File: config.mk
export PLATFORM = sky130hd
export DESIGN_NAME = rgbm_div_pipe
export DESIGN_NICKNAME = d
export VERILOG_FILES = /design/src/design/rgbm_div_pipe.sv
export SDC_FILE = /design/constraint.sdc
export NUM_CORES = 2
export LEC_CHECK = 0
export BUFFER_PORTS_ARGS = -buffer_cell sky130_fd_sc_hd__buf_4
export CAP_MARGIN = 25
export CELL_PAD_IN_SITES_DETAIL_PLACEMENT = 1
export CELL_PAD_IN_SITES_GLOBAL_PLACEMENT = 2
export CORE_MARGIN = 2
export CORE_UTILIZATION = 32
export CTS_CLUSTER_DIAMETER = 60
export DETAILED_ROUTE_END_ITERATION = 10
export PLACE_DENSITY_LB_ADDON = 0.1
export SYNTH_ARGS = -nofsm -noshare
export SYNTH_HDL_FRONTEND = slang
export SYNTH_SLANG_ARGS = --single-unit
File: constraint.sdc
create_clock -name clock -period 3.9 [get_ports clock]
set_clock_uncertainty 0.15 [all_clocks]
set_input_delay 0.195 -clock clock [delete_from_list [all_inputs] [get_ports clock]]
set_output_delay 0.195 -clock clock [all_outputs]
set_load 0.05 [all_outputs]
File: src/design/rgbm_div_pipe.sv
// Pipelined restoring divider, one quotient bit per stage.
// Requires num_hi < divisor; standalone, sizes set by the instantiating module.
`timescale 1ns / 1ps
`default_nettype none

module rgbm_div_pipe #(
   parameter int DW = 24,   // divisor and remainder width
   parameter int QW = 24    // quotient width, one stage per bit
) (
   input  wire logic          clock,
   input  wire logic          en,
   input  wire logic [DW-1:0] num_hi,
   input  wire logic [QW-1:0] num_lo,
   input  wire logic [DW-1:0] divisor,
   output logic      [QW-1:0] quotient,
   output logic      [DW-1:0] divisor_out
);

   logic [DW-1:0] rem_ff [QW];
   logic [QW-1:0] lo_ff  [QW];
   logic [QW-1:0] quo_ff [QW];
   logic [DW-1:0] div_ff [QW];
   logic [DW-1:0] rem_in [QW];
   logic [QW-1:0] lo_in  [QW];
   logic [QW-1:0] quo_in [QW];

   for (genvar k = 0; k < QW; k++) begin : g_stage
      logic [DW-1:0] rem_prev;
      logic [QW-1:0] lo_prev;
      logic [QW-1:0] quo_prev;
      logic [DW-1:0] div_prev;
      logic [DW:0]   shifted;
      logic          take;

      if (k == 0) begin : g_first
         assign rem_prev = num_hi;
         assign lo_prev  = num_lo;
         assign quo_prev = '0;
         assign div_prev = divisor;
      end else begin : g_next
         assign rem_prev = rem_ff[k-1];
         assign lo_prev  = lo_ff[k-1];
         assign quo_prev = quo_ff[k-1];
         assign div_prev = div_ff[k-1];
      end

      assign shifted = {rem_prev, lo_prev[QW-1]};
      assign take    = shifted >= {1'b0, div_prev};

      always_comb begin
         rem_in[k] = take ? DW'(shifted - {1'b0, div_prev}) : shifted[DW-1:0];
         lo_in[k]  = lo_prev << 1;
         quo_in[k] = {quo_prev[QW-2:0], take};
      end

      always_ff @(posedge clock) begin
         if (en) begin
            rem_ff[k] <= rem_in[k];
            lo_ff[k]  <= lo_in[k];
            quo_ff[k] <= quo_in[k];
            div_ff[k] <= div_prev;
         end
      end
   end

   assign quotient    = quo_ff[QW-1];
   assign divisor_out = div_ff[QW-1];

endmodule

`default_nettype wire

==> qor.yml <==
run_status:
  outcome: "completed"
final_layout:
  drive_gt1_share_pct: 13.6
  fillers: 28100
  area_growth_pct: 18.9
  multiInputGateArea_um2: 31600
  finalNetCount: 8124
  utilization_pct: 38.2
  final_area_um2: 102000
  seqCellArea_um2: 51200
yosys:
  yosys-top-cells-count: "1704 x edfxtp_1, 715 x inv_1, 576 x ha_1"
  synth_edf_count: 1704
  synth_area_um2: 85900
  synth-main-ff-cell: "edfxtp_1"
  synth_cell_types: 91
  synth_nets: 7509
  synth.most_common_cell: "edfxtp_1"
  synth_top_area_share_pct: 59.6
  yosysWarnings: 0
  synth-seq-cells: 1704
  yosysSeqAreaShare_pct: 59.6
  async_reset_ff_share_pct: 0
  avgSynthCellArea_um2: 12.6
  synth_largest_area_cell: "edfxtp_1"
  synthCells: 6836
  synth.top_cells.by_area: "edfxtp_1 60%, ha_1 8.4%, inv_1 3.1%, a21oi_1 3.1%, xnor2_1 2.8%"
hold_path:
  hp-class: "input port to flip-flop"
  min_path_cells: 4
  min_from: "divisor[1]"
critical_path:
  critical_path.top_delay_family: "compound AO/OA/AOI/OAI gates"
  endpoint: "rem_ff[3][20]"
  worstSetupPathType: "flip-flop to flip-flop"
  cp.depth: 13
  crit_path_start: "rem_ff[2][0]"
  cp-end-kind: "flip-flop"
  path_max_fanout: 6
  path_cells: "ha_1, nor2b_4, o31a_1, o41ai_4, o21ai_2, a211oi_2, buf_4, o221ai_4, a21oi_4, o21ai_2, a211o_4, clkbuf_16, mux2_4"
  crit_path_top_delay_cell: "edfxtp_1"
  cpPeakStageDelay_ps: 440
  crit_path_frequent_cell: "o21ai_2"
  worstPathRequired_ps: 4360
  rr_endpoint: "rem_ff[3][20]"
  cp.arrival_ps: 4330
  r2r_start: "rem_ff[2][0]"
  reg2reg_slack_ps: 30
  reg2regPathDepth: 13
  critPathBufInv: 2
  worstSetupStartpointType: "flip-flop"
power_and_ir_drop:
  sequentialPowerShare_pct: 34.4
  ir_drop_uv: 453
  p_sw_share_pct: 35.4
  p_leak_nw: 40.8
  p_sw_mw: 29.9
  pwr-share-clk_pct: 24.2
  comb_power_share_pct: 41.3
  powerDensity_nw_per_um2: 825
  internal-power_mw: 54.4
timing:
  relSlewSlack_pct: 39.4
  setup_viol: 0
  hold_viol: 0
  fmaxAchievable_mhz: 259
  min_period_over_period_pct: 99.2
  fin_crit_ps: 3870
  slew_violations: 0
  worstMarginPinSlew_ps: 909
  rsz0062_at_grt: "true"
floorplan:
  die_h_um: 522
  dieArea_um2: 273000
  io-pin-count: 122
  start_util_pct: 32.1
  rows: 190
  die_w_um: 522
  core_area_um2: 267000
clock_network:
  path_clk_slew_ps: 60
  cts.path.max_buffers: 4
  root_buffer: "clkbuf_16"
  clock-sinks: 1704
  cts_buffers: 223
  insertion_delay_ps: 910
  h-tree-depth: 4
  cts_tree: "done"
drt:
  drtIter0Drc: 2488
  drc: 0
  ant_nets: 0
  dr.pass1.iters: 5
  wl_um: 222000
  wl_per_cell_um: 19.8
  via_per_inst: 4.83
  vias: 54000
global_route:
  grt_use_total_pct: 16.1
  grt_pass1_wl_um: 343000
  antenna_found_initial: 1
  grt_pass1_vias: 57500
  grt_max_degree: 132
  grt_remaining_overflow: 0
place:
  dp_hpwl_um: 167000
  io_buffer_count: 121
  placed_area_um2: 92700
  gp_congestion: 0.810
job:
  cap_violations: 0
==> cells in the final DEF, fill, tap and decap left out, types with 83 or more instances in the layout <==
cell	Yosys	routed
edfxtp_1	1704	1704
inv_1	715	714
ha_1	576	574
a21oi_1	536	531
nand2_1	403	403
o21ai_0	386	376
nor2_1	344	344
buf_4	30	320
xnor2_1	272	272
a21o_1	232	232
clkbuf_16	0	228
mux2_2	200	199
dlygate4sd3_1	0	165
xor2_1	161	161
nand3_1	100	99
nor2b_1	85	83
==> cells by family (layout without fill, tap and decap cells) <==
logic type | after synthesis | count (layout) | synth area share (%)
mux | 274 | 274 | 3.70
simple gates | 1289 | 1289 | 7.06
fa+ha+maj | 599 | 599 | 8.93
other cells | 0 | 1 | 0
xor+xnor | 433 | 433 | 4.41
buf+inv | 855 | 1655 | 4.00
flops | 1704 | 1704 | 59.6
compound gates | 1682 | 1682 | 12.3
==> sequential cells by signal, indices dropped and copies added (netlist names) <==
register and cells:
lo_ff 276, rem_ff 552, quo_ff 300, div_ff 576
==> through the flow <==
step | setup TNS (ps) | power (mW) | setup WS [ps] | cells | hold slack [ps]
finish | 0 | 84.3 | 32.9 | 11200 | 186
global route | -1170 | 90.4 | -74.9 | 11200 | 130
CTS | 0 | 85.5 | 10.7 | 11200 | 88.5
detailed placement | 0 | 64.1 | 4.83 | 10600 | 225
global placement | -138 | 63.8 | -49.8 | 10600 | 225
floorplan | 0 | 52.6 | 384 | 6836 | 144
==> worst min-delay path by stage <==
stage / to / slack (ps)
floorplan: div_ff[0][0] / 140
global placement: lo_ff[0][4] / 220
detailed placement: lo_ff[0][4] / 220
CTS: rem_ff[0][1] / 90
global route: rem_ff[0][1] / 130
finish: rem_ff[0][1] / 190
==> worst reg2reg max path, delay by kind of cell, from the launching register on <==
kind,cells,cell delay (ps)
adders and majority gates,1,350
AOI/OAI and AO/OA,8,1810
and+or+nand+nor,1,140
buffers and inverters,2,390
muxes,1,310
DFF,1,440
==> layout make-up <==
| class | instances | share of cell area, % |
|---|---|---|
| Tap cell | 3552 | 4.35 |
| Clock inverter | 156 | 1.58 |
| Antenna cell | 1 | 0.00245 |
| Clock buffer | 254 | 5.62 |
| Timing Repair Buffer | 530 | 4.84 |
| Multi-Input combinational cell | 4277 | 30.9 |
| Inverter | 715 | 2.63 |
| Sequential cell | 1704 | 50.1 |
==> power groups by stage <==
stage,Combinational (mW),Sequential [mW],Clock (mW)
floorplan,24.8,27.8,0
global placement,34.1,29.6,0
detailed placement,34.5,29.6,0
CTS,34.9,29.3,21.3
global route,39.0,29.5,21.9
finish,34.9,29.0,20.4
==> layer usage <==
metal / part of all wire [%] / vias up / GRT usage [%]
met4: 2.6 / 0 / 4.33
met5: 0 / - / 0
met1: 43 / 26700 / 19.7
li1: - / 26500 / -
met2: 52 / 492 / 29.5
met3: 2.4 / 317 / 2.08
==> repair_timing <==
action                                  4_1_cts  5_1_grt
hold buffers                                165        0
gates resized for setup                       4       50
hold endpoints to repair                    286        0
cloned                                        0        4
endpoints found under the setup margin       14      249
pin swaps                                     1        7
buffers inserted                              0       15
Power figures use the tool's default switching activity.
