`src/design/rgbm_pkg.sv`:
```
// Shared widths, fixed-point constants and default parameters of the RGBM HDR encoder.
// Used by the square-root lanes and the top level; no dependencies.
`timescale 1ns / 1ps
`default_nettype none

package rgbm_pkg;

   localparam int CH_W   = 24;   // linear input channel width
   localparam int BYTE_W = 8;    // encoded output byte width
   localparam int H_W    = 24;   // gamma-space value, unsigned Q0.24
   localparam int RAD_W  = 2 * H_W;
   localparam int PROD_W = 2 * H_W;

   localparam int DEF_IN_FRAC_BITS = 16;
   localparam int DEF_IN_INT_BITS  = 8;

   // Fixed-point position of the radicand: sqrt(x * 2^(40 - frac)) lands in Q0.24
   localparam int RAD_POINT = 40;

   localparam logic [H_W-1:0] Q24_THRESH     = 24'd12582912;  // 0.75
   localparam logic [H_W-1:0] Q24_OFFSET_NUM = 24'd9437184;   // 0.5625
   localparam logic [H_W-1:0] Q24_OFFSET_DEN = 24'd8388608;   // 0.5
   localparam logic [H_W-1:0] Q24_ONE_M1     = 24'hFFFFFF;    // 1.0 minus one LSB

   // Channel byte: round(h * 255 * 255 / (M * 2^24)) as floor((2*h*65025 + M*2^24) / (M*2^25))
   localparam int              SCALE_W    = 17;
   localparam logic [SCALE_W-1:0] BYTE_SCALE = 17'd130050;    // 2 * 255 * 255
   localparam logic [BYTE_W-1:0]  BYTE_MULT  = 8'd255;
   localparam int P_W = H_W + SCALE_W;
   localparam int X_W = P_W + 1;
   localparam int Y_W = X_W - (H_W + 1);

endpackage

`default_nettype wire

```
`src/design/rgbm_sqrt_lane.sv`:
```
// One gamma lane: masks and scales a linear channel, then takes a truncating square root
// one result bit per stage. Depends on rgbm_pkg.
`timescale 1ns / 1ps
`default_nettype none

module rgbm_sqrt_lane #(
   parameter int IN_FRAC_BITS = rgbm_pkg::DEF_IN_FRAC_BITS,
   parameter int IN_INT_BITS  = rgbm_pkg::DEF_IN_INT_BITS
) (
   input  wire logic                      clock,
   input  wire logic                      en,
   input  wire logic [rgbm_pkg::CH_W-1:0] linear,
   output logic      [rgbm_pkg::H_W-1:0]  gamma
);
   import rgbm_pkg::*;

   localparam int IN_BITS = IN_INT_BITS + IN_FRAC_BITS;
   localparam int SHIFT   = RAD_POINT - IN_FRAC_BITS;
   localparam logic [CH_W-1:0] IN_MASK =
      (IN_BITS >= CH_W) ? {CH_W{1'b1}} : CH_W'((64'(1) << IN_BITS) - 64'(1));

   logic [RAD_W-1:0] radicand;
   logic [RAD_W-1:0] rem_ff  [H_W];
   logic [H_W-1:0]   root_ff [H_W];
   logic [RAD_W-1:0] rem_in  [H_W];
   logic [H_W-1:0]   root_in [H_W];

   assign radicand = RAD_W'(linear & IN_MASK) << SHIFT;

   for (genvar k = 0; k < H_W; k++) begin : g_stage
      localparam int B = H_W - 1 - k;
      logic [RAD_W-1:0] rem_prev;
      logic [H_W-1:0]   root_prev;
      logic [RAD_W:0]   trial;
      logic             take;

      if (k == 0) begin : g_first
         assign rem_prev  = radicand;
         assign root_prev = '0;
      end else begin : g_next
         assign rem_prev  = rem_ff[k-1];
         assign root_prev = root_ff[k-1];
      end

      // (root + 2^B)^2 - root^2 = root * 2^(B+1) + 2^(2B)
      assign trial = ((RAD_W + 1)'(root_prev) << (B + 1)) + ((RAD_W + 1)'(1) << (2 * B));
      assign take  = {1'b0, rem_prev} >= trial;

      always_comb begin
         rem_in[k]  = take ? RAD_W'({1'b0, rem_prev} - trial) : rem_prev;
         root_in[k] = take ? (root_prev | (H_W'(1) << B)) : root_prev;
      end

      always_ff @(posedge clock) begin
         if (en) begin
            rem_ff[k]  <= rem_in[k];
            root_ff[k] <= root_in[k];
         end
      end
   end

   assign gamma = root_ff[H_W-1];

endmodule

`default_nettype wire

```
`config.mk`:
```
export PLATFORM = sky130hd
export DESIGN_NAME = rgbm_sqrt_lane
export DESIGN_NICKNAME = d
export VERILOG_FILES = /design/src/design/rgbm_pkg.sv /design/src/design/rgbm_sqrt_lane.sv
export SDC_FILE = /design/constraint.sdc
export NUM_CORES = 2
export LEC_CHECK = 0
export BUFFER_PORTS_ARGS = -buffer_cell sky130_fd_sc_hd__clkbuf_2
export CAP_MARGIN = 10
export CORE_AREA = 2 2 384 386
export DETAILED_ROUTE_END_ITERATION = 10
export DIE_AREA = 0 0 386 388
export GPL_TIMING_DRIVEN = 0
export SLEW_MARGIN = 30
export SYNTH_ARGS = -nofsm -noshare
export SYNTH_HDL_FRONTEND = slang
export SYNTH_SLANG_ARGS = --single-unit
export TNS_END_PERCENT = 20
```
`constraint.sdc`:
```
create_clock -name clock -period 4.84 [get_ports clock]
set_input_delay 0.726 -clock clock [delete_from_list [all_inputs] [get_ports clock]]
set_output_delay 0.726 -clock clock [all_outputs]
set_load 0.01 [all_outputs]
```
==> results list <==
* Run status: completed
* Clock buffer count from CTS: 99
- In this run the power spent charging and discharging nets is between 6 and 7 mW.
- Power Internal: between 15 and 20 mW
* Max Buffers Root-to-Sink: 3
- The H-tree was split into 3 levels.
- The number of nets handed over by synthesis was around 4700.
- XOR/XNOR Fraction of Synth Area: ~7.5%
- Highest clock frequency the design can meet: about 0.23 GHz
* Sequential share of power: roughly half
- The detail route stage leaves a number of antenna-violating nets equal to 0.
- Counting the fill cells in the layout gives about 14000.
* First-pass GRT wire length: 158000 um
- Of the total power, the share spent switching nets is between 20% and 30%.
- Total grt overflow: 0
* Setup slack after placement: 0.254 ns
- VDD sags by at most 0.340 mV.
- The number of different library cells used by synthesis comes to between 80 and 90.
* Power per cell area: ~420 nW/um2
- Together, buffers and inverters on the worst path number 2.
- Sequential share of the synthesized area: about 58%
- Cell area reported after detailed placement: approximately 54000 um2
* Setup repair after global routing missed its margin: no
* Worst min-delay path class: in2reg
- Quantity of I/O buffers inserted on ports: between 40 and 50
- Die Width: 386 um
- Entering global routing, the biggest net connects 92 pins.
- Share of total power in the clock network: between 30 and 40%
- Growth of design area from synthesis to finish: 12.2%
- After synthesis, the largest family of logic cells by area is simple AND/OR/NAND/NOR gates.
- Once the floorplan was initialized, standard cells occupied between 30% and 40% of the core.
* Mean instance size in the synthesized netlist: 11.7 um2
- The critical path is of the reg2reg type.
* Tcrit/Tclk final: between 80% and 90%
- In this run, synthesis produced a sequential element count of 973.
- After the first detailed-routing iteration, the DRC count stood at between 1000 and 1500.
- Synth Area in Simple Gates: 12.1%
- Final antenna diode count: 0
* Post-synthesis cell type with the largest combined area: sky130_fd_sc_hd__edfxtp_1
- Crit start category: flip-flop
* Ranking of synthesized cells by instance count: sky130_fd_sc_hd__edfxtp_1, sky130_fd_sc_hd__inv_1, sky130_fd_sc_hd__nand2_1, sky130_fd_sc_hd__o21ai_0, sky130_fd_sc_hd__ha_1
- RD Place Congestion: slightly below 0.9
* Initial DRT Pass Iterations: 7
- Max Clock Skew: 0.0439 ns
* Number of maximum-capacitance constraint violations: 0
* Required time reported for the critical path endpoint: 5.24 ns
- Of the total synthesized cell area, the portion taken by full adders, half adders and majority gates is just under 8%.
- The worst setup path is captured at a flip-flop.
- The final layout contains routed wiring with a total length of roughly 96000 um.
* Slowest stage delay, CP: 0.55 ns
- Cell at the slowest stage of the critical path: sky130_fd_sc_hd__o311ai_1
- For the finished layout, the period the worst path requires is 4.35 ns.
- The kind of cell with the highest combined delay along the critical path is compound AO/OA/AOI/OAI gates.
- The die is roughly 390 um tall.
* Largest fanout of any net on the critical path: 10
* Most repeated cell in the gate-level netlist after synthesis: sky130_fd_sc_hd__edfxtp_1
* Overall global routing resource usage: about 13%
- Share of Yosys cell area claimed by the top area cell type: between 50% and 60%
- The clock reaches the later pin of the worst-skew pair after approximately 0.7 ns.
* Slew at the pin with the worst max-slew slack: between 0.9 and 1 ns
- The clock net in this run drives a total of between 900 and 1000 sinks.
- Combinational logic burns between 20% and 30% of the power.
- Fin Setup TNS: 0 ns
- Dominant synthesized flop cell: sky130_fd_sc_hd__edfxtp_1
* Master cell of the clock root buffer: sky130_fd_sc_hd__clkbuf_16
- Worst Slack Setup Final: 0.487 ns
- The cell area that synthesis handed to floorplanning was approximately 51000 um2.
* Number of global-route vias before repair: 32824
- Core area: 145000 um2
- Post-synthesis cell count: roughly 4300
- The final hold violation count was 0.
- In the routed layout, each cell is associated on average with a via count of between 4 and 5.
- Post-CTS setup repair buffer count: 0
- Leakage power: between 20 and 25 nW
* Dominant cell type by count on the critical path: sky130_fd_sc_hd__clkbuf_1
- 50 I/O pins were placed.
* Fraction of final layout cells with drive strength greater than 1: approximately 6.2%
- Final count of negative-setup-slack endpoints: 0
* NumNets Final: just under 5000
- Tightest hold margin: roughly 0.19 ns
- Clock-pin slew was measured on the worst setup and hold paths at 0.06 ns.
* Fin area: around 57000 um2
- DRC viols: 0
- Measured against its own limit, the worst slew margin works out to 35.0%.
- The floorplan has between 100 and 150 rows.
- The portion of synthesized area spent on multiplexers is less than 1%.
* Sum of internal, switching and leakage power: approximately 24 mW
* Data arrival at the endpoint of the critical path: about 4.8 ns
- The HPWL after detailed placement is slightly above 70000 um.
* Complex-gate fraction of the synthesized area: a little over a tenth
- For this run, the share of the core covered by cells in the final layout is between 30% and 40%.
* Number of synthesized flops with an enable pin: 973
- FF-to-FF setup slack: between 0.4 and 0.5 ns
- Via count of the routed design: ~32000
- The initial antenna violation count is 0.
- The floorplan step defined a die boundary enclosing approximately 150000 um2.
* Number of instances in the placed design: between 6000 and 7000
- Fraction of registers with async set/reset: 0%
- Final instance count without filler cells: 6500
- By area the synthesized netlist is led by sky130_fd_sc_hd__edfxtp_1, sky130_fd_sc_hd__ha_1, sky130_fd_sc_hd__xor2_1.
- Yosys printed 0 warnings.
- Max Slew Vio Count: 0
- CTS tree: yes
- Dividing the detail-routed wire length by the instance count gives roughly 15 um.
- Critical path, cell by cell: ha_1 > fa_1 > a211oi_1 > nor3_1 > o311ai_1 > a2111oi_0 > nor2_1 > clkbuf_1 > clkbuf_1 > o21ai_0
flip-flops by register name, summed over array words and instances (netlist names):
register	count
root_ff	300
rem_ff	673
worst reg2reg max path, cell delays in order, from the launching register on:
cell                        delay, ns
sky130_fd_sc_hd__edfxtp_1        0.45
sky130_fd_sc_hd__ha_1            0.28
sky130_fd_sc_hd__fa_1            0.43
sky130_fd_sc_hd__a211oi_1        0.42
sky130_fd_sc_hd__nor3_1          0.17
sky130_fd_sc_hd__o311ai_1        0.55
sky130_fd_sc_hd__a2111oi_0       0.22
sky130_fd_sc_hd__nor2_1          0.36
sky130_fd_sc_hd__clkbuf_1        0.55
sky130_fd_sc_hd__clkbuf_1        0.48
sky130_fd_sc_hd__o21ai_0         0.17
area by class of cell:
| type | count | area (um2) | area share [%] |
|---|---|---|---|
| plain buffers | 77 | 312 | 0.547 |
| clock buffers | 117 | 2540 | 4.47 |
| clock inverters | 63 | 657 | 1.15 |
| inverters | 399 | 1500 | 2.63 |
| multi-input cells | 2892 | 19800 | 34.7 |
| flip-flops and latches | 973 | 29200 | 51.3 |
| well taps | 1917 | 2400 | 4.21 |
| repair buffers | 62 | 592 | 1.04 |
placed cells by master, fill, tap and decap left out, types with 20 or more instances in the layout:
cell type	netlist	layout
sky130_fd_sc_hd__nor3_1	101	100
sky130_fd_sc_hd__nand4_1	36	36
sky130_fd_sc_hd__clkinv_1	2	25
sky130_fd_sc_hd__o21a_1	57	57
sky130_fd_sc_hd__and2_1	20	20
sky130_fd_sc_hd__a211oi_1	27	26
sky130_fd_sc_hd__ha_1	297	297
sky130_fd_sc_hd__or3_1	54	54
sky130_fd_sc_hd__nor4_1	95	94
sky130_fd_sc_hd__nor2_1	251	251
sky130_fd_sc_hd__xor2_1	231	231
sky130_fd_sc_hd__a31oi_1	22	22
sky130_fd_sc_hd__xnor2_1	204	204
sky130_fd_sc_hd__or4_1	27	27
sky130_fd_sc_hd__clkbuf_16	0	99
sky130_fd_sc_hd__o21ai_0	302	302
sky130_fd_sc_hd__nand2b_1	62	62
sky130_fd_sc_hd__o21bai_1	28	28
sky130_fd_sc_hd__nand2_1	377	377
sky130_fd_sc_hd__nor2b_1	45	45
sky130_fd_sc_hd__clkbuf_1	66	84
sky130_fd_sc_hd__a21o_1	86	86
sky130_fd_sc_hd__nand3_1	59	59
sky130_fd_sc_hd__a21oi_1	212	212
sky130_fd_sc_hd__edfxtp_1	973	973
sky130_fd_sc_hd__inv_1	396	396
sky130_fd_sc_hd__mux2_2	31	31
sky130_fd_sc_hd__o31ai_1	30	30
sky130_fd_sc_hd__clkbuf_2	0	48
power groups by stage:
stage                     combinational [mW]  clock [mW]  sequential, mW
after floorplan                         3.61           0            11.5
after global placement                  4.63           0            12.1
after detailed placement                4.73           0            11.7
after CTS                               4.75        7.66            11.6
after global routing                    5.37        7.98            11.7
final                                   4.75        7.41            11.6
timing repair:
| item | CTS | global route |
|---|---|---|
| hold buffers | 0 | 0 |
| endpoints found under the hold margin | 0 | 0 |
| resized for setup | 0 | 1 |
| setup endpoints to repair | 0 | 22 |
cells by family after synthesis:
| kind of cell | count (synthesis) |
|---|---|
| flip-flops | 973 |
| multiplexers | 36 |
| buffers and inverters | 476 |
| AO/OA/AOI/OAI | 881 |
| adder cells (fa/ha/maj) | 308 |
| AND/OR/NAND/NOR | 1232 |
| XOR/XNOR | 435 |
path summary, 6_finish.rpt:
check / start / endpoint / cells after the start
min reg2reg: root_ff[1][69] / root_ff[1][93] / 0
min: linear[21] / rem_ff[0][45] / 1
max: rem_ff[2][106] / rem_ff[2][166] / 10
max reg2reg: rem_ff[2][106] / rem_ff[2][166] / 10
layer usage:
layer	share of wire, %	GRT usage [%]
met5	0	0
met4	4.6	6.26
met3	3.0	1.84
met2	53	24.6
met1	39	13.5
Power figures use the tool's default switching activity.
